$ cat src/lmfb_pkg.sv
// Shared types and constants for the LIN master frame builder.
// Depends on nothing; every other file refers to it by scoped names.
`timescale 1ns / 1ps

package lmfb_pkg;

  // Largest payload that one frame carries.
  localparam int MAX_PAYLOAD = 8;

  // Field widths of a frame request.
  localparam int ID_W   = 6;
  localparam int LEN_W  = 4;
  localparam int DATA_W = 64;
  localparam int BYTE_W = 8;

  // Width of the remaining payload byte counter.
  localparam int REM_W = $clog2(MAX_PAYLOAD + 1);

  // Fixed line bytes.
  localparam logic [BYTE_W-1:0] SYNC_BYTE  = 8'h55;
  localparam logic [BYTE_W-1:0] BREAK_BYTE = 8'h00;
  localparam logic [ID_W-1:0]   ID_MASK    = 6'h3F;

  // One classified frame, as it waits between front and back.
  typedef struct packed {
    logic [BYTE_W-1:0] pid;
    logic              master;
    logic [REM_W-1:0]  len;
    logic [DATA_W-1:0] data;
  } job_t;

endpackage

$ cat src/lmfb_if.sv
// Valid/ready channel interfaces for frame requests and transmit bytes.
// Depends on lmfb_pkg for the field widths.
`timescale 1ns / 1ps

interface lmfb_req_if;
  logic                          valid;
  logic                          ready;
  logic [lmfb_pkg::ID_W-1:0]     frame_id;
  logic                          master_frame;
  logic [lmfb_pkg::LEN_W-1:0]    payload_length;
  logic [lmfb_pkg::DATA_W-1:0]   payload_bytes;

  modport source (output valid, frame_id, master_frame, payload_length, payload_bytes,
                  input ready);
  modport sink (input valid, frame_id, master_frame, payload_length, payload_bytes,
                output ready);
endinterface

interface lmfb_byte_if;
  logic                          valid;
  logic                          ready;
  logic [lmfb_pkg::BYTE_W-1:0]   tx_byte;
  logic                          send_break;
  logic                          last_byte;

  modport source (output valid, tx_byte, send_break, last_byte, input ready);
  modport sink (input valid, tx_byte, send_break, last_byte, output ready);
endinterface

$ cat src/lmfb_front.sv
// Front end: accepts frame requests, adds the PID parity and clamps the length.
// Depends on lmfb_pkg and the request interface in lmfb_if.
`timescale 1ns / 1ps

module lmfb_front (
  lmfb_req_if.sink          req,
  input  logic              full,
  output logic              push,
  output lmfb_pkg::job_t    job
);

  logic [lmfb_pkg::ID_W-1:0] id;
  logic                      p0;
  logic                      p1;

  // Protected identifier: P0 even parity, P1 inverted parity.
  always_comb begin
    id = req.frame_id & lmfb_pkg::ID_MASK;
    p0 = id[0] ^ id[1] ^ id[2] ^ id[4];
    p1 = ~(id[1] ^ id[3] ^ id[4] ^ id[5]);
  end

  // Build the queued job; the length saturates at the payload limit.
  always_comb begin
    job.pid    = {p1, p0, id};
    job.master = req.master_frame;
    if (req.payload_length > lmfb_pkg::LEN_W'(lmfb_pkg::MAX_PAYLOAD)) begin
      job.len = lmfb_pkg::REM_W'(lmfb_pkg::MAX_PAYLOAD);
    end else begin
      job.len = lmfb_pkg::REM_W'(req.payload_length);
    end
    job.data = req.payload_bytes;
  end

  assign req.ready = ~full;
  assign push      = req.valid & ~full;

endmodule

$ cat src/lmfb_queue.sv
// Two-entry job queue between the front end and the byte sequencer.
// Depends on lmfb_pkg for the job type.
`timescale 1ns / 1ps

module lmfb_queue (
  input  logic              clk,
  input  logic              rst,
  input  logic              push,
  input  lmfb_pkg::job_t    push_job,
  input  logic              pop,
  output logic              full,
  output logic              not_empty,
  output lmfb_pkg::job_t    head
);

  lmfb_pkg::job_t entries [2];
  logic           wr_ptr;
  logic           rd_ptr;
  logic [1:0]     count;
  logic           do_pop;

  assign full      = (count == 2'd2);
  assign not_empty = (count != 2'd0);
  assign head      = entries[rd_ptr];
  assign do_pop    = pop & not_empty;

  // Entry storage.
  always_ff @(posedge clk) begin
    if (push) begin
      entries[wr_ptr] <= push_job;
    end
  end

  // Pointers and fill count.
  always_ff @(posedge clk) begin
    if (rst) begin
      wr_ptr <= 1'b0;
      rd_ptr <= 1'b0;
      count  <= 2'd0;
    end else begin
      if (push) begin
        wr_ptr <= ~wr_ptr;
      end
      if (do_pop) begin
        rd_ptr <= ~rd_ptr;
      end
      if (push && !do_pop) begin
        count <= count + 2'd1;
      end else if (do_pop && !push) begin
        count <= count - 2'd1;
      end
    end
  end

  // The front end never pushes into a full queue.
  a_no_overflow: assert property (@(posedge clk) disable iff (rst) full |-> !push)
    else $error("queue push while full");

  // The count never exceeds the depth.
  a_count_range: assert property (@(posedge clk) disable iff (rst) count != 2'd3)
    else $error("queue count out of range");

  // A pop with a push keeps the count.
  a_count_hold: assert property (@(posedge clk) disable iff (rst)
    (push && do_pop) |=> $stable(count))
    else $error("queue count moved on simultaneous push and pop");

endmodule

$ cat src/lmfb_back.sv
// Back end: walks one job through break, sync, PID and, for master frames, payload and checksum bytes.
// Depends on lmfb_pkg and the byte interface in lmfb_if.
`timescale 1ns / 1ps

module lmfb_back (
  input  logic              clk,
  input  logic              rst,
  input  logic              q_valid,
  input  lmfb_pkg::job_t    q_head,
  output logic              pop,
  lmfb_byte_if.source       tx
);

  localparam logic [2:0] ST_BREAK = 3'd0;
  localparam logic [2:0] ST_SYNC  = 3'd1;
  localparam logic [2:0] ST_PID   = 3'd2;
  localparam logic [2:0] ST_DATA  = 3'd3;
  localparam logic [2:0] ST_SUM   = 3'd4;

  logic [2:0]                     state;
  logic [2:0]                     state_next;
  logic                           busy;
  logic                           master;
  logic [lmfb_pkg::BYTE_W-1:0]    pid;
  logic [lmfb_pkg::REM_W-1:0]     rem;
  logic [lmfb_pkg::DATA_W-1:0]    data;
  logic [lmfb_pkg::BYTE_W-1:0]    sum;
  logic [lmfb_pkg::BYTE_W:0]      sum_wide;
  logic [lmfb_pkg::BYTE_W-1:0]    sum_next;

  logic                           out_valid;
  logic [lmfb_pkg::BYTE_W-1:0]    out_byte;
  logic                           out_break;
  logic                           out_last;

  logic [lmfb_pkg::BYTE_W-1:0]    cur_byte;
  logic                           cur_break;
  logic                           cur_last;
  logic                           advance;

  // The output register frees whenever it is empty or being taken.
  assign advance = busy & (~out_valid | tx.ready);
  assign pop     = ~busy | (advance & cur_last);

  // End-around carry add of the current payload byte.
  always_comb begin
    sum_wide = {1'b0, sum} + {1'b0, data[lmfb_pkg::BYTE_W-1:0]};
    sum_next = sum_wide[lmfb_pkg::BYTE_W-1:0] + {{(lmfb_pkg::BYTE_W-1){1'b0}}, sum_wide[lmfb_pkg::BYTE_W]};
  end

  // Byte for the current step and the step after it.
  always_comb begin
    cur_byte   = lmfb_pkg::BREAK_BYTE;
    cur_break  = 1'b0;
    cur_last   = 1'b0;
    state_next = state;
    unique case (state)
      ST_BREAK: begin
        cur_byte   = lmfb_pkg::BREAK_BYTE;
        cur_break  = 1'b1;
        state_next = ST_SYNC;
      end
      ST_SYNC: begin
        cur_byte   = lmfb_pkg::SYNC_BYTE;
        state_next = ST_PID;
      end
      ST_PID: begin
        cur_byte = pid;
        cur_last = ~master;
        if (!master) begin
          state_next = ST_BREAK;
        end else if (rem == '0) begin
          state_next = ST_SUM;
        end else begin
          state_next = ST_DATA;
        end
      end
      ST_DATA: begin
        cur_byte = data[lmfb_pkg::BYTE_W-1:0];
        if (rem == lmfb_pkg::REM_W'(1)) begin
          state_next = ST_SUM;
        end
      end
      ST_SUM: begin
        cur_byte   = ~sum;
        cur_last   = 1'b1;
        state_next = ST_BREAK;
      end
      default: begin
        state_next = ST_BREAK;
      end
    endcase
  end

  // Sequencer control.
  always_ff @(posedge clk) begin
    if (rst) begin
      busy  <= 1'b0;
      state <= ST_BREAK;
    end else if (pop && q_valid) begin
      busy  <= 1'b1;
      state <= ST_BREAK;
    end else if (advance) begin
      state <= state_next;
      if (cur_last) begin
        busy <= 1'b0;
      end
    end
  end

  // Job payload, remaining count and running checksum.
  always_ff @(posedge clk) begin
    if (pop && q_valid) begin
      master <= q_head.master;
      pid    <= q_head.pid;
      rem    <= q_head.len;
      data   <= q_head.data;
      sum    <= '0;
    end else if (advance && state == ST_DATA) begin
      rem  <= rem - lmfb_pkg::REM_W'(1);
      data <= data >> lmfb_pkg::BYTE_W;
      sum  <= sum_next;
    end
  end

  // Output register valid.
  always_ff @(posedge clk) begin
    if (rst) begin
      out_valid <= 1'b0;
    end else if (advance) begin
      out_valid <= 1'b1;
    end else if (tx.ready) begin
      out_valid <= 1'b0;
    end
  end

  // Output register payload.
  always_ff @(posedge clk) begin
    if (advance) begin
      out_byte  <= cur_byte;
      out_break <= cur_break;
      out_last  <= cur_last;
    end
  end

  assign tx.valid      = out_valid;
  assign tx.tx_byte    = out_byte;
  assign tx.send_break = out_break;
  assign tx.last_byte  = out_last;

  // A break marker always opens a frame and never closes it.
  a_break_not_last: assert property (@(posedge clk) disable iff (rst)
    (out_valid && out_break) |-> !out_last)
    else $error("break byte marked as last");

  // The payload counter stays within the payload limit while a job runs.
  a_rem_range: assert property (@(posedge clk) disable iff (rst)
    busy |-> (rem <= lmfb_pkg::REM_W'(lmfb_pkg::MAX_PAYLOAD)))
    else $error("payload counter out of range");

  // Finishing a frame with nothing queued leaves the sequencer idle at break.
  a_idle_after_last: assert property (@(posedge clk) disable iff (rst)
    (advance && cur_last && !q_valid) |=> (!busy && state == ST_BREAK))
    else $error("sequencer did not return to idle");

  // A payload step is only reached by a master frame.
  a_data_master: assert property (@(posedge clk) disable iff (rst)
    (busy && state == ST_DATA) |-> (master && rem != '0))
    else $error("payload step without payload");

endmodule

$ cat src/lin_master_frame_builder.sv
// LIN master frame builder: top level joining front end, job queue and sequencer.
// Depends on lmfb_pkg, lmfb_if, lmfb_front, lmfb_queue and lmfb_back.
//
// Usage:
//   req carries one frame request: frame_id, master_frame, payload_length and
//   payload_bytes (byte 0 in bits 7:0). A request is taken when req.valid and
//   req.ready are both high at a rising edge of clk.
//   tx carries the line bytes in order: a dummy 0x00 with send_break set, the
//   sync byte 0x55, the protected identifier, then for master frames the
//   payload bytes (length clamped to eight) and the classic checksum.
//   last_byte marks the final byte of each frame.
// Throughput: one byte per cycle on tx while tx.ready is high, set by the single
//   output byte register; a frame is 3 bytes (header only) or length + 4 bytes
//   (master frame), at most 12. Frames follow back to back when one is queued.
// A request taken while the queue and sequencer are empty is stored in the queue,
//   loaded into the sequencer job registers, then sent from the output register.
// A two-entry queue holds requests while earlier frames are sent, so req stays
//   ready until two requests wait. When tx stalls, the current byte holds and
//   the sequencer and queue stop with it.
// Reset (rst, synchronous, active high) empties the queue and the sequencer.
`timescale 1ns / 1ps

module lin_master_frame_builder (
  input  logic         clk,
  input  logic         rst,
  lmfb_req_if.sink     req,
  lmfb_byte_if.source  tx
);

  logic           full;
  logic           push;
  logic           pop;
  logic           q_valid;
  lmfb_pkg::job_t push_job;
  lmfb_pkg::job_t q_head;

  // Request intake and classification.
  lmfb_front u_front (
    .req  (req),
    .full (full),
    .push (push),
    .job  (push_job)
  );

  // Decoupling queue.
  lmfb_queue u_queue (
    .clk       (clk),
    .rst       (rst),
    .push      (push),
    .push_job  (push_job),
    .pop       (pop),
    .full      (full),
    .not_empty (q_valid),
    .head      (q_head)
  );

  // Byte sequencer and output register.
  lmfb_back u_back (
    .clk     (clk),
    .rst     (rst),
    .q_valid (q_valid),
    .q_head  (q_head),
    .pop     (pop),
    .tx      (tx)
  );

endmodule
$ cat src/flat_wrapper.sv
// flat-port wrapper written by rule: the top's interface ports become plain ports
module lin_master_frame_builder_flat 
  (clk, rst, req_valid, req_frame_id, req_master_frame, req_payload_length, req_payload_bytes, req_ready, tx_valid, tx_tx_byte, tx_send_break, tx_last_byte, tx_ready);
  lmfb_req_if req_i ();
  lmfb_byte_if tx_i ();
  input  logic clk;
  input  logic rst;
  input wire logic [$bits(req_i.valid)-1:0] req_valid;
  input wire logic [$bits(req_i.frame_id)-1:0] req_frame_id;
  input wire logic [$bits(req_i.master_frame)-1:0] req_master_frame;
  input wire logic [$bits(req_i.payload_length)-1:0] req_payload_length;
  input wire logic [$bits(req_i.payload_bytes)-1:0] req_payload_bytes;
  output wire logic [$bits(req_i.ready)-1:0] req_ready;
  output wire logic [$bits(tx_i.valid)-1:0] tx_valid;
  output wire logic [$bits(tx_i.tx_byte)-1:0] tx_tx_byte;
  output wire logic [$bits(tx_i.send_break)-1:0] tx_send_break;
  output wire logic [$bits(tx_i.last_byte)-1:0] tx_last_byte;
  input wire logic [$bits(tx_i.ready)-1:0] tx_ready;
  assign req_i.valid = req_valid;
  assign req_i.frame_id = req_frame_id;
  assign req_i.master_frame = req_master_frame;
  assign req_i.payload_length = req_payload_length;
  assign req_i.payload_bytes = req_payload_bytes;
  assign req_ready = req_i.ready;
  assign tx_valid = tx_i.valid;
  assign tx_tx_byte = tx_i.tx_byte;
  assign tx_send_break = tx_i.send_break;
  assign tx_last_byte = tx_i.last_byte;
  assign tx_i.ready = tx_ready;
  lin_master_frame_builder u_core (.clk(clk), .rst(rst), .req(req_i), .tx(tx_i));
endmodule
$ cat config.mk
export PLATFORM = sky130hd
export DESIGN_NAME = lin_master_frame_builder_flat
export DESIGN_NICKNAME = d
export VERILOG_FILES = /design/src/lmfb_pkg.sv /design/src/lmfb_if.sv /design/src/lmfb_front.sv /design/src/lmfb_queue.sv /design/src/lmfb_back.sv /design/src/lin_master_frame_builder.sv /design/src/flat_wrapper.sv
export SDC_FILE = /design/constraint.sdc
export NUM_CORES = 1
export LEC_CHECK = 0
export ABC_AREA = 1
export ABC_CLOCK_PERIOD_IN_PS = 4900
export BUFFER_PORTS_ARGS = -buffer_cell sky130_fd_sc_hd__buf_2
export CAP_MARGIN = 20
export CELL_PAD_IN_SITES_DETAIL_PLACEMENT = 0
export CELL_PAD_IN_SITES_GLOBAL_PLACEMENT = 1
export CORE_MARGIN = 5
export CORE_UTILIZATION = 30
export DETAILED_ROUTE_END_ITERATION = 7
export PLACE_DENSITY_LB_ADDON = 0.2
export SLEW_MARGIN = 15
export SYNTH_ARGS = -nofsm -noshare
export SYNTH_HDL_FRONTEND = slang
export SYNTH_SLANG_ARGS = --single-unit
export TNS_END_PERCENT = 100
$ cat constraint.sdc
create_clock -name clk -period 4.9 [get_ports clk]
set_clock_uncertainty 0.2 [all_clocks]
set_input_delay 1.225 -clock clk [delete_from_list [all_inputs] [get_ports clk]]
set_output_delay 1.225 -clock clk [all_outputs]
set_load 0.05 [all_outputs]
# After elaboration in Yosys (flattened, before gate mapping)
# Memory sizes are Yosys's and may differ from the RTL's. A register that Yosys moved wholly into a read port is not among the register bits.
# Cells that the tools add are included.
dict set report word_totals {
  ff_bits 104
  elab_cells 88
  output_inout_bits 12
  mem_count 1
  input_bits 79
  mem_bits_rw 154
}
# memory words word_bits read_ports rd_clocked_by_memory_dff write_ports line
set memory_table {}
lappend memory_table {u_core.u_queue.entries 2 77 1 1 1 lmfb_queue.sv:16} ;# lmfb_pkg::job_t entries [2];
dict set report classes {
  order_cmp 1
  reduce_logical 17
  mux 23
  bitwise 20
  n_eq_ne 7
  n_addsub 5
}
# cell n
set ops {}
lappend ops {{$mux 64} 2}
lappend ops {{$pmux 8 s4} 1}
lappend ops {{$mux 4} 3}
lappend ops {{$pmux 3 s4} 1}
lappend ops {{$reduce_bool 2->1} 6}
lappend ops {{$mux 1} 10}
lappend ops {{$add 8x8->9} 1}
lappend ops {{$mux 3} 3}
lappend ops {{$add 8x1->8} 1}
lappend ops {{$not 8->8} 1}
lappend ops {{$not 1->1} 7}
lappend ops {{$eq 3x2->1 const B} 2}
lappend ops {{$xor 1x1->1} 6}
lappend ops {{$and 1x1->1} 4}
lappend ops {{$eq 4x1->1 const B} 1}
lappend ops {{$gt 4x4->1 const B} 1}
lappend ops {{$logic_and 1x1->1} 4}
lappend ops {{$logic_not 4->1} 1}
lappend ops {{$mux 2} 2}
lappend ops {{$reduce_and 2->1} 2}
lappend ops {{$sub 4x1->4 const B} 1}
lappend ops {{$eq 3x1->1 const B} 1}
lappend ops {{$eq 3x3->1 const B} 1}
lappend ops {{$logic_not 3->1} 1}
lappend ops {{8 further kinds} 10}

# Logic depth before layout (Yosys ltp)
# Gate-level depths: netlist of the first run.
dict set report logic_depth {
  ltp_word 9
  ltp_mapped 19
  ltp_nobuf 19
}

# Cells and area by module
# From an unflattened synthesis of the first run, not the netlist that was laid out.
dict set report hier_totals {
  hier_cells 887
  area_unflattened_um2 11389.7
}
# module instances seq_area_each_um2 area_each_um2 cells_per_inst
set modules_own_cells {}
lappend modules_own_cells {lmfb_queue 1 4724.5 5923.2 275}
lappend modules_own_cells {lmfb_back 1 2872.8 4774.6 507}
lappend modules_own_cells {lmfb_front 1 0.0 691.9 105}

# Worst setup path before layout of the first run
# OpenSTA, ideal clock, no wires.
dict set report synth_timing {
  path_kind {input port to flip-flop}
  start {input req_valid}
  end {memory u_core.u_queue.entries[1][0] in the netlist's numbering, enable pin}
  path_buffers 0
  setup_ns 0.515
  path_stages 2
  t_arrival_ns 4.571
  t_required_ns 4.185
  slack_ns -0.386
  cell_sequence {nand2_1 > nor2_1}
}
dict set report synth_between {
  elab_chain_len 3
}
# item line
set synth_lines {}
lappend synth_lines {{from (decl)} flat_wrapper.sv:8} ;# input wire logic [$bits(req_i.valid)-1:0] req_valid;
lappend synth_lines {{$and 1x1->1} lmfb_front.sv:36} ;# assign push = req.valid & ~full;
lappend synth_lines {{$mux 1} lmfb_queue.sv:29} ;# if (push) begin
lappend synth_lines {{$mux 1 (implied by the code)} lmfb_queue.sv:30} ;# entries[wr_ptr] <= push_job;
lappend synth_lines {{to (decl)} lmfb_queue.sv:16}
# No other way between the ends.

# Worst setup path in the final report of the first run
dict set report layout_timing {
  start {input tx_ready}
  end {register u_core.u_queue.count[1]}
}
dict set report layout_between {
  elab_chain_len 8
  word_cells_on_any_way 10
  classes_between {mux: 1; bitwise: 5; reduce/logical: 4}
}
# item line
set layout_lines {}
lappend layout_lines {{from (decl)} flat_wrapper.sv:18} ;# input wire logic [$bits(tx_i.ready)-1:0] tx_ready;
lappend layout_lines {{$or 1x1->1 *} lmfb_back.sv:42} ;# assign advance = busy & (~out_valid | tx.ready);
lappend layout_lines {{$and 1x1->1 *} lmfb_back.sv:42}
lappend layout_lines {{$and 1x1->1 *} lmfb_back.sv:43} ;# assign pop = ~busy | (advance & cur_last);
lappend layout_lines {{$or 1x1->1 *} lmfb_back.sv:43}
lappend layout_lines {{$and 1x1->1 *} lmfb_queue.sv:25} ;# assign do_pop = pop & not_empty;
lappend layout_lines {{$logic_not 1->1} lmfb_queue.sv:47} ;# if (push && !do_pop) begin
lappend layout_lines {{$logic_and 1x1->1} lmfb_queue.sv:47}
lappend layout_lines {{$mux 2 / $reduce_bool 2->1 (equally long branches)} --}
lappend layout_lines {{to (signal assigned)} lmfb_queue.sv:48} ;# count <= count + 2'd1;
lappend layout_lines {{to (signal assigned)} lmfb_queue.sv:50} ;# count <= count - 2'd1;
lappend layout_lines {{to (decl)} lmfb_queue.sv:19} ;# logic [1:0] count;
# Every way passes the cells marked *; elsewhere a longest branch is shown, timed or not.
# A chain may end at the register's enable or synchronous reset.

==> results of run 1 <==
## per-stage QoR
| step | hold slack [ns] | setup WS [ns] | cells |
|---|---|---|---|
| finish | 0.281 | 1.91 | 1395 |
| global route | 0.329 | 1.57 | 1395 |
| CTS | 0.281 | 1.86 | 1395 |
| detailed placement | 0.269 | 1.28 | 1341 |
| global placement | 0.252 | 1.29 | 1341 |
| floorplan | 0.244 | 0.821 | 818 |
## power by group through the flow
stage | Clock, W | Combinational, W | Sequential [W]
2_1_floorplan | 0 | 0.00142 | 0.00357
3_3_place_gp | 0 | 0.00210 | 0.00356
3_5_place_dp | 0 | 0.00212 | 0.00356
4_1_cts | 0.00216 | 0.00212 | 0.00352
5_1_grt | 0.00225 | 0.00234 | 0.00356
6_report | 0.00210 | 0.00204 | 0.00350
## state kept, by name (all words and copies together) (netlist names), 2 cells and up, named ones only
name	flops
u_core.u_queue.entries	154
u_core.u_back.data	64
u_core.u_back.pid	8
u_core.u_back.sum	8
u_core.u_back.tx.tx_byte	8
u_core.u_back.rem	4
u_core.u_back.state	3
u_core.u_queue.count	2
## worst min-delay path by stage
stage          slack [ns]             startpoint  cells past startpoint                   end
2_1_floorplan        0.24   u_core.u_back.sum[0]                      2  u_core.u_back.sum[0]
3_3_place_gp         0.25  u_core.u_queue.rd_ptr                      2                  flop
3_5_place_dp         0.27  u_core.u_queue.rd_ptr                      2                  flop
4_1_cts              0.28  u_core.u_queue.rd_ptr                      2                  flop
5_1_grt              0.33   u_core.u_back.sum[0]                      2  u_core.u_back.sum[0]
6_report             0.28  u_core.u_queue.rd_ptr                      2                  flop
## critical path, delay by kind of cell
family / cells / cell delay (ns)
compound gates: 5 / 0.57
fa+ha+maj: 1 / 0.37
buf+inv: 3 / 0.73
simple gates: 3 / 0.32
## final cells by class
cell class,count,area (sq um),area share
clock buffers,43,778,0.0637
flip-flops and latches,259,7600,0.622
inverters,49,184,0.0151
well taps,455,569,0.0466
clock inverters,11,141,0.0116
repair buffers,100,538,0.0441
multi-input cells,478,2400,0.196
## layer usage
| metal | part of all wire | up-vias | track usage |
|---|---|---|---|
| li1 | - | 3079 | - |
| met1 | 0.47 | 2925 | 0.156 |
| met2 | 0.48 | 91 | 0.198 |
| met3 | 0.037 | 30 | 0.0219 |
| met4 | 0.017 | 4 | 0.0246 |
| met5 | 0.0015 | - | 0 |
## cell usage after synthesis, drive strengths merged, types with 13 or more instances
cell	number	area, sq um
a21oi	26	134
buf	17	96.3
clkbuf	15	56.3
dfxtp	18	360
edfxtp	241	7240
ha	13	163
inv	49	184
nand2	171	644
nand3	19	95.1
nor2	142	546
o21ai	16	83.8
o31ai	57	428
## cell families (layout without fill, tap and decap cells)
| kind of cell | Yosys count | after routing | synth area share |
|---|---|---|---|
| AOI/OAI and AO/OA | 112 | 112 | 0.0721 |
| xor gates and xnor gates | 10 | 10 | 0.00849 |
| adders and majority gates | 14 | 14 | 0.0177 |
| buffers and inverters | 81 | 203 | 0.0326 |
| DFF | 259 | 259 | 0.737 |
| muxes | 1 | 1 | 0.000971 |
| and+or+nand+nor | 341 | 341 | 0.131 |
==> flow_metrics.tcl, run 1 <==
set metrics [dict create \
    status "complete, no violations" \
    switchingPower_w 0.00251 \
    min_period_over_period 0.611 \
    clkTransAtPathRegs_ns 0.06 \
    dpl-instance-area_sq_um 11300 \
    syn-cell-area_sq_um 10300 \
    drive_above_1_share 0.161 \
    dr.pass1.iters 6 \
    start_util 0.302 \
    r2r_setup_slack_ns 1.92 \
    final_util 0.357 \
    tightest_slew_ns 1.04 \
    drt-wirelength-per-cell_microns 16.1 \
    final_nets 1010 \
    power.share.switching 0.329 \
    fin_total_pwr_w 0.00763 \
    worstPathRequired_ns 5.14 \
    worst_setup_path_end_kind "flop" \
    clock_tree.root_cell "clkbuf_16" \
    grt_usage 0.116 \
    final_cell_mix "edfxtp_1 (241), nand2_1 (170), nor2_1 (137), buf_2 (90), o31ai_1 (57)" \
    crit_chain "buf_2 -> inv_1 -> nand2_1 -> nand2_1 -> o21ai_2 -> nand2_4 -> buf_4 -> ha_1 -> a21oi_1 -> o21ai_0 -> o21ai_0 -> a21oi_1" \
    cts.sinks 259 \
    slowest_stage "buf_4" \
    critical_path.max_fanout 74 \
    crit_end "u_core.u_queue.count[1]" \
    async_reset_ff_frac 0 \
    routabilityCongestion 0.776 \
    ys_seq_area_frac 0.737 \
    synth_cell_types 36 \
    grt_max_degree 78 \
    max-vdd-ir-drop_v 0.000415 \
    setup.worst_path.class "in2reg" \
    combPwrFrac 0.267 \
    die-area_sq_um 38200 \
    setup.worst_path.start "tx_ready" \
    grt_overflow 0 \
    ff2ff_path_depth 19 \
    postRouteAntennaNets 0 \
    hold_viol 0 \
    cp.arrival_ns 3.23 \
    vias 6129 \
    power.clock.fraction 0.275 \
    dp_hpwl_microns 13800 \
    p_per_area_nw_per_um2 625 \
    grt_first_pass_wirelength_microns 35300 \
    holdBufCountCts 0 \
    setup_viol 0 \
    io_buffers 90 \
    fmax_ghz 0.334 \
    core_area_sq_um 34200 \
    synth_cells 818 \
    synth_top_flop_cell "edfxtp_1" \
    postCtsSetupRepairBufs 0 \
    area_delta_synth_final_pct 18.4 \
    grt_pass1_vias 6278 \
    max_stage_delay_ns 0.60 \
    insertion_delay_ns 0.55 \
    wl_microns 22500 \
    rsz0062_at_grt "no" \
    critPathLaunchType "input port" \
    fp.dieH_microns 195 \
    yosys_warnings 0 \
    drt-initial-drc-count 365 \
    period_needed_ns 2.99 \
    fillCellCount 3408 \
    route.detailed.drc 0 \
    chipWidth_microns 195 \
    rows 68 \
    internal-power_w 0.00512 \
    synth_enable_flop_cells 241 \
    slew_violations 0 \
    viasPerCell 4.39 \
    fin_tns_setup_ns 0 \
    synth.net_count 911 \
    slew_headroom 0.308 \
    leakage_nw 4.63 \
    r2r_end "u_core.u_back.sum[7]" \
    cts_buffers 29 \
    clockBufferDepth 3 \
    pwr-share-seq 0.459 \
    worstReg2RegStart "u_core.u_back.data[0]" \
    antenna_cells 0 \
    drv_cap 0 \
    post_synth.cell_area_avg_sq_um 12.6 \
    final_common_cell "edfxtp_1" \
    cts_tree "built" \
    cts.htree.levels 1 \
    hp-class "reg2reg" \
    io-pin-count 91 \
    antenna_found_initial 2 \
    postLayoutCellArea_sq_um 12200 \
    ctsResizeCount 0 \
    ys_seq_elements 259 \
]
Note: power is estimated with default switching activity, not from simulation.
==> run 2: changes to the inputs <==
Settings changed: ABC_CLOCK_PERIOD_IN_PS 4900 to 2500.
Clock period 4.9 ns to 2.5 ns, I/O delays scaled along.
==> flow_metrics.tcl, run 2 (synthesized netlist as in run 1, its figures left out) <==
set metrics [dict create \
    pwr-share-seq 0.439 \
    fp.dieH_microns 195 \
    violations "negative setup slack" \
    fmax_ghz 0.383 \
    cp.arrival_ns 2.85 \
    cts.htree.levels 1 \
    clock_tree.root_cell "clkbuf_16" \
    stdcell_count 1450 \
    wl_microns 23400 \
    antenna_cells 0 \
    min_period_over_period 1.05 \
    crit_chain "ha_2 -> inv_2 -> fa_2 -> inv_2 -> nand3_2 -> nand3_2 -> nand2_2 -> buf_4 -> buf_4 -> buf_4 -> buf_4 -> buf_4 -> buf_4 -> nand2_2 -> inv_2 -> nand4_1 -> nand3_1 -> nand2_1 -> inv_1" \
    io-pin-count 91 \
    p_per_area_nw_per_um2 1210 \
    drive_above_1_share 0.248 \
    clockBufferDepth 3 \
    leakage_nw 4.97 \
    drv_cap 0 \
    rows 68 \
    power.share.switching 0.334 \
    drt-initial-drc-count 281 \
    hold_viol 0 \
    hp-class "in2reg" \
    insertion_delay_ns 0.55 \
    drt-wirelength-per-cell_microns 16.1 \
    route.detailed.drc 0 \
    max-vdd-ir-drop_v 0.000529 \
    cts_buffers 29 \
    die-area_sq_um 38200 \
    tightest_slew_ns 0.440 \
    largest_reg_flops 154 \
    holdBufCountCts 0 \
    max_stage_delay_ns 0.35 \
    setup_viol 6 \
    rsz0062_at_grt "yes" \
    core_area_sq_um 34200 \
    critical_path.max_fanout 3 \
    io_buffers 90 \
    worstPathRequired_ns 2.74 \
    postRouteAntennaNets 0 \
    chipWidth_microns 195 \
    grt_first_pass_wirelength_microns 36800 \
    clkTransAtPathRegs_ns 0.06 \
    critPathMostFrequentCell "buf_4" \
    final_common_cell "edfxtp_1" \
    grt_max_degree 78 \
    switchingPower_w 0.00521 \
    worst_setup_path_end_kind "flop" \
    final_nets 1065 \
    place_inst 1380 \
    setup.worst_path.class "reg2reg" \
    grt_usage 0.121 \
    power.clock.fraction 0.254 \
    dp_hpwl_microns 14900 \
    slew_violations 0 \
    grt_pass1_vias 6559 \
    critPathLaunchType "flop" \
    grt_overflow 0 \
    start_util 0.302 \
    internal-power_w 0.0104 \
    fin_total_pwr_w 0.0156 \
    final_critical_path_setup_slack_ns -0.114 \
    period_needed_ns 2.61 \
    cts.sinks 259 \
    antenna_found_initial 2 \
    regMostFlops "u_core.u_queue.entries" \
    dr.pass1.iters 4 \
    area_delta_synth_final_pct 25.4 \
    top_regs "u_core.u_queue.entries x154, u_core.u_back.data x64" \
    final_cell_mix "edfxtp_1 (241), nand2_1 (160), nor2_1 (133), buf_2 (90), o31ai_1 (57)" \
    routabilityCongestion 0.806 \
    status "finished, violations left" \
    combPwrFrac 0.308 \
    cts_tree "built" \
    slowest_stage "edfxtp_1" \
    vias 6388 \
    viasPerCell 4.41 \
    slew_headroom 0.706 \
]
run 2: changes by cell type in the layout (fill, tap and decap cells not counted), moves of 6 or more:
cell,change
buf_4,+42
buf_12,+10
nand2_1,-10
clkbuf_1,-8
clkinv_2,+6
run 2: what timing repair did:
action | CTS | global route
setup endpoints to repair | 4 | 9
pin swaps | 15 | 11
buffers inserted | 10 | 7
gates cloned | 0 | 0
resized for setup | 21 | 16
run 2: path summary, 6_finish.rpt:
check	endpoint	depth (start not counted)	slack, ns	startpoint
worst max-delay path	u_core.u_back.sum[7]	19	-0.11	u_core.u_back.data[0]
worst min-delay path	u_core.u_queue.entries[1][21]	1	0.06	req_payload_bytes[21]
worst max register to register	u_core.u_back.sum[7]	19	-0.11	u_core.u_back.data[0]
worst min register to register	flop	2	0.27	u_core.u_queue.rd_ptr
run 2: cell type report:
class | instances | area (sq um)
multi-input cells | 478 | 2580
clock inverters | 17 | 119
fillers | 3367 | 21300
flip-flops and latches | 259 | 7600
well taps | 455 | 569
clock buffers | 37 | 776
inverters | 49 | 204
repair buffers | 155 | 1090
run 2: power by group through the flow:
stage	registers, W	clock network, W	logic, W
2_1_floorplan	0.00699	0	0.00284
3_3_place_gp	0.00693	0	0.00481
3_5_place_dp	0.00694	0	0.00483
4_1_cts	0.00686	0.00409	0.00488
5_1_grt	0.00695	0.00429	0.00540
6_report	0.00684	0.00395	0.00480
run 2: per-layer routing:
layer	track usage	vias to the layer above	wire, microns	part of all wire
met5	0	-	21	0.00090
met4	0.0264	4	411	0.018
met3	0.0224	35	876	0.037
met2	0.202	99	11200	0.48
met1	0.165	3059	10900	0.46
li1	-	3191	-	-
run 2: worst max-delay path, delay by kind of cell (launching register included):
family | cells | cell delay, ns
buf+inv | 10 | 0.92
fa+ha+maj | 2 | 0.53
simple gates | 7 | 0.50
flops | 1 | 0.35
run 2: through the flow:
step | utilization | worst slack [ns] | TNS [ns] | hold WS (ns) | area (sq um)
finish | 0.378 | -0.114 | -0.525 | 0.0642 | 12900
global route | 0.378 | -0.258 | -1.37 | 0.0317 | 12900
CTS | 0.375 | -0.143 | -0.550 | 0.0328 | 12800
detailed placement | 0.344 | -0.167 | -0.523 | 0.264 | 11800
global placement | 0.344 | -0.154 | -0.419 | 0.260 | 11800
floorplan | - | -0.560 | -38.60 | 0.231 | 10400
==> run 3: changes to the inputs <==
Settings changed: SKIP_CTS_REPAIR_TIMING set to 1.
==> flow_metrics.tcl, run 3 (synthesized netlist as in run 1, its figures left out) <==
set metrics [dict create \
    status "finished, violations left" \
    violations "negative setup slack" \
    chipWidth_microns 195 \
    io-pin-count 91 \
    critPathLaunchType "flop" \
    hold_viol 0 \
    worstReg2RegStart "u_core.u_back.data[0]" \
    final_common_cell "edfxtp_1" \
    clockBufferDepth 3 \
    setup_viol 4 \
    rows 68 \
    antenna_found_initial 2 \
    routabilityCongestion 0.806 \
    r2r_setup_slack_ns -0.15 \
    insertion_delay_ns 0.55 \
    dp_hpwl_microns 14900 \
    leakage_nw 4.91 \
    dp_slack_ns -0.167 \
    wl_microns 23200 \
    drt-initial-drc-count 284 \
    dpl-instance-area_sq_um 11800 \
    vias 6310 \
    slew_headroom 0.707 \
    crit_end "u_core.u_back.sum[6]" \
    fmax_ghz 0.378 \
    drv_cap 0 \
    clkTransAtPathRegs_ns 0.06 \
    io_buffers 90 \
    grt_first_pass_wirelength_microns 36300 \
    grt_max_degree 78 \
    rsz0062_at_grt "yes" \
    viasPerCell 4.38 \
    final_util 0.375 \
    clock_tree.root_cell "clkbuf_16" \
    cts_buffers 29 \
    final_nets 1054 \
    cts.sinks 259 \
    top_regs "u_core.u_queue.entries x154, u_core.u_back.data x64" \
    setup.worst_path.start "u_core.u_back.data[0]" \
    start_util 0.302 \
    final_critical_path_setup_slack_ns -0.148 \
    tightest_slew_ns 0.438 \
    final_cell_mix "edfxtp_1 (241), nand2_1 (162), nor2_1 (133), buf_2 (90), o31ai_1 (57)" \
    postRouteAntennaNets 0 \
    cp.arrival_ns 2.91 \
    core_area_sq_um 34200 \
    grt_usage 0.120 \
    min_period_over_period 1.06 \
    ff2ff_path_depth 16 \
    largest_reg_flops 154 \
    drive_above_1_share 0.236 \
    cts.htree.levels 1 \
    worstPathRequired_ns 2.77 \
    setup.worst_path.class "reg2reg" \
    antenna_cells 0 \
    critical_path.max_fanout 3 \
    route.detailed.drc 0 \
    area_delta_synth_final_pct 24.3 \
    drt-wirelength-per-cell_microns 16.1 \
    grt_overflow 0 \
    fp.dieH_microns 195 \
    dr.pass1.iters 4 \
    cts_tree "built" \
    p_per_area_nw_per_um2 1210 \
    grt_pass1_vias 6466 \
    regMostFlops "u_core.u_queue.entries" \
    postLayoutCellArea_sq_um 12800 \
    period_needed_ns 2.65 \
    r2r_end "u_core.u_back.sum[6]" \
    max-vdd-ir-drop_v 0.000529 \
    worst_setup_path_end_kind "flop" \
    hp-class "in2reg" \
    slew_violations 0 \
    die-area_sq_um 38200 \
]
## run 3: critical path, cell delays in order, from the launching register on
cell	delay, ns
edfxtp_1	0.35
ha_2	0.19
inv_2	0.04
fa_2	0.37
inv_2	0.07
nand3_2	0.08
nand3_2	0.07
nand2_2	0.06
a21oi_2	0.14
or2_4	0.15
ha_2	0.17
nand2_2	0.07
nor2_4	0.10
nand3_2	0.11
nor2_4	0.15
nand3_1	0.08
a31oi_1	0.16
## run 3: cell type report
| class | count | area (sq um) |
|---|---|---|
| tap | 455 | 569 |
| inverter | 49 | 204 |
| sequential | 259 | 7600 |
| fill | 3384 | 21400 |
| multi-input combinational | 478 | 2560 |
| clock buffer | 37 | 776 |
| clock inverter | 17 | 119 |
| timing repair buffer | 144 | 993 |
## run 3: how the worst min path moves through the flow
stage,startpoint,endpoint,slack [ns],cells after the start
global route,req_payload_bytes[45],u_core.u_queue.entries[1][45],0.03,1
floorplan,u_core.u_back.sum[0],u_core.u_back.sum[0],0.23,2
detailed placement,u_core.u_queue.rd_ptr,flop,0.26,2
CTS,req_payload_bytes[45],u_core.u_queue.entries[0][45],0.03,1
global placement,u_core.u_queue.rd_ptr,flop,0.26,2
finish,req_payload_bytes[21],u_core.u_queue.entries[1][21],0.06,1
## run 3: through the flow
step	hold WS (ns)	std cells	TNS (ns)	total power [W]
4_1_cts	0.0328	1434	-0.630	0.0158
3_3_place_gp	0.260	1380	-0.419	0.0117
3_5_place_dp	0.264	1380	-0.523	0.0118
5_1_grt	0.0317	1439	-1.22	0.0166
2_1_floorplan	0.231	818	-38.60	0.00983
6_report	0.0641	1439	-0.544	0.0155
## run 3: metal layers
| metal | part of all wire | vias up | GRT usage |
|---|---|---|---|
| li1 | - | 3173 | - |
| met4 | 0.016 | 4 | 0.0246 |
| met1 | 0.47 | 2994 | 0.164 |
| met3 | 0.036 | 33 | 0.0224 |
| met2 | 0.48 | 106 | 0.200 |
| met5 | 0.00090 | - | 0 |
## run 3: report_power, final
group	internal [W]	total [W]	switching [W]
Combinational	0.00160	0.00475	0.00314
Clock	0.00229	0.00395	0.00166
Sequential	0.00646	0.00684	0.000379
Total	0.0104	0.0155	0.00518
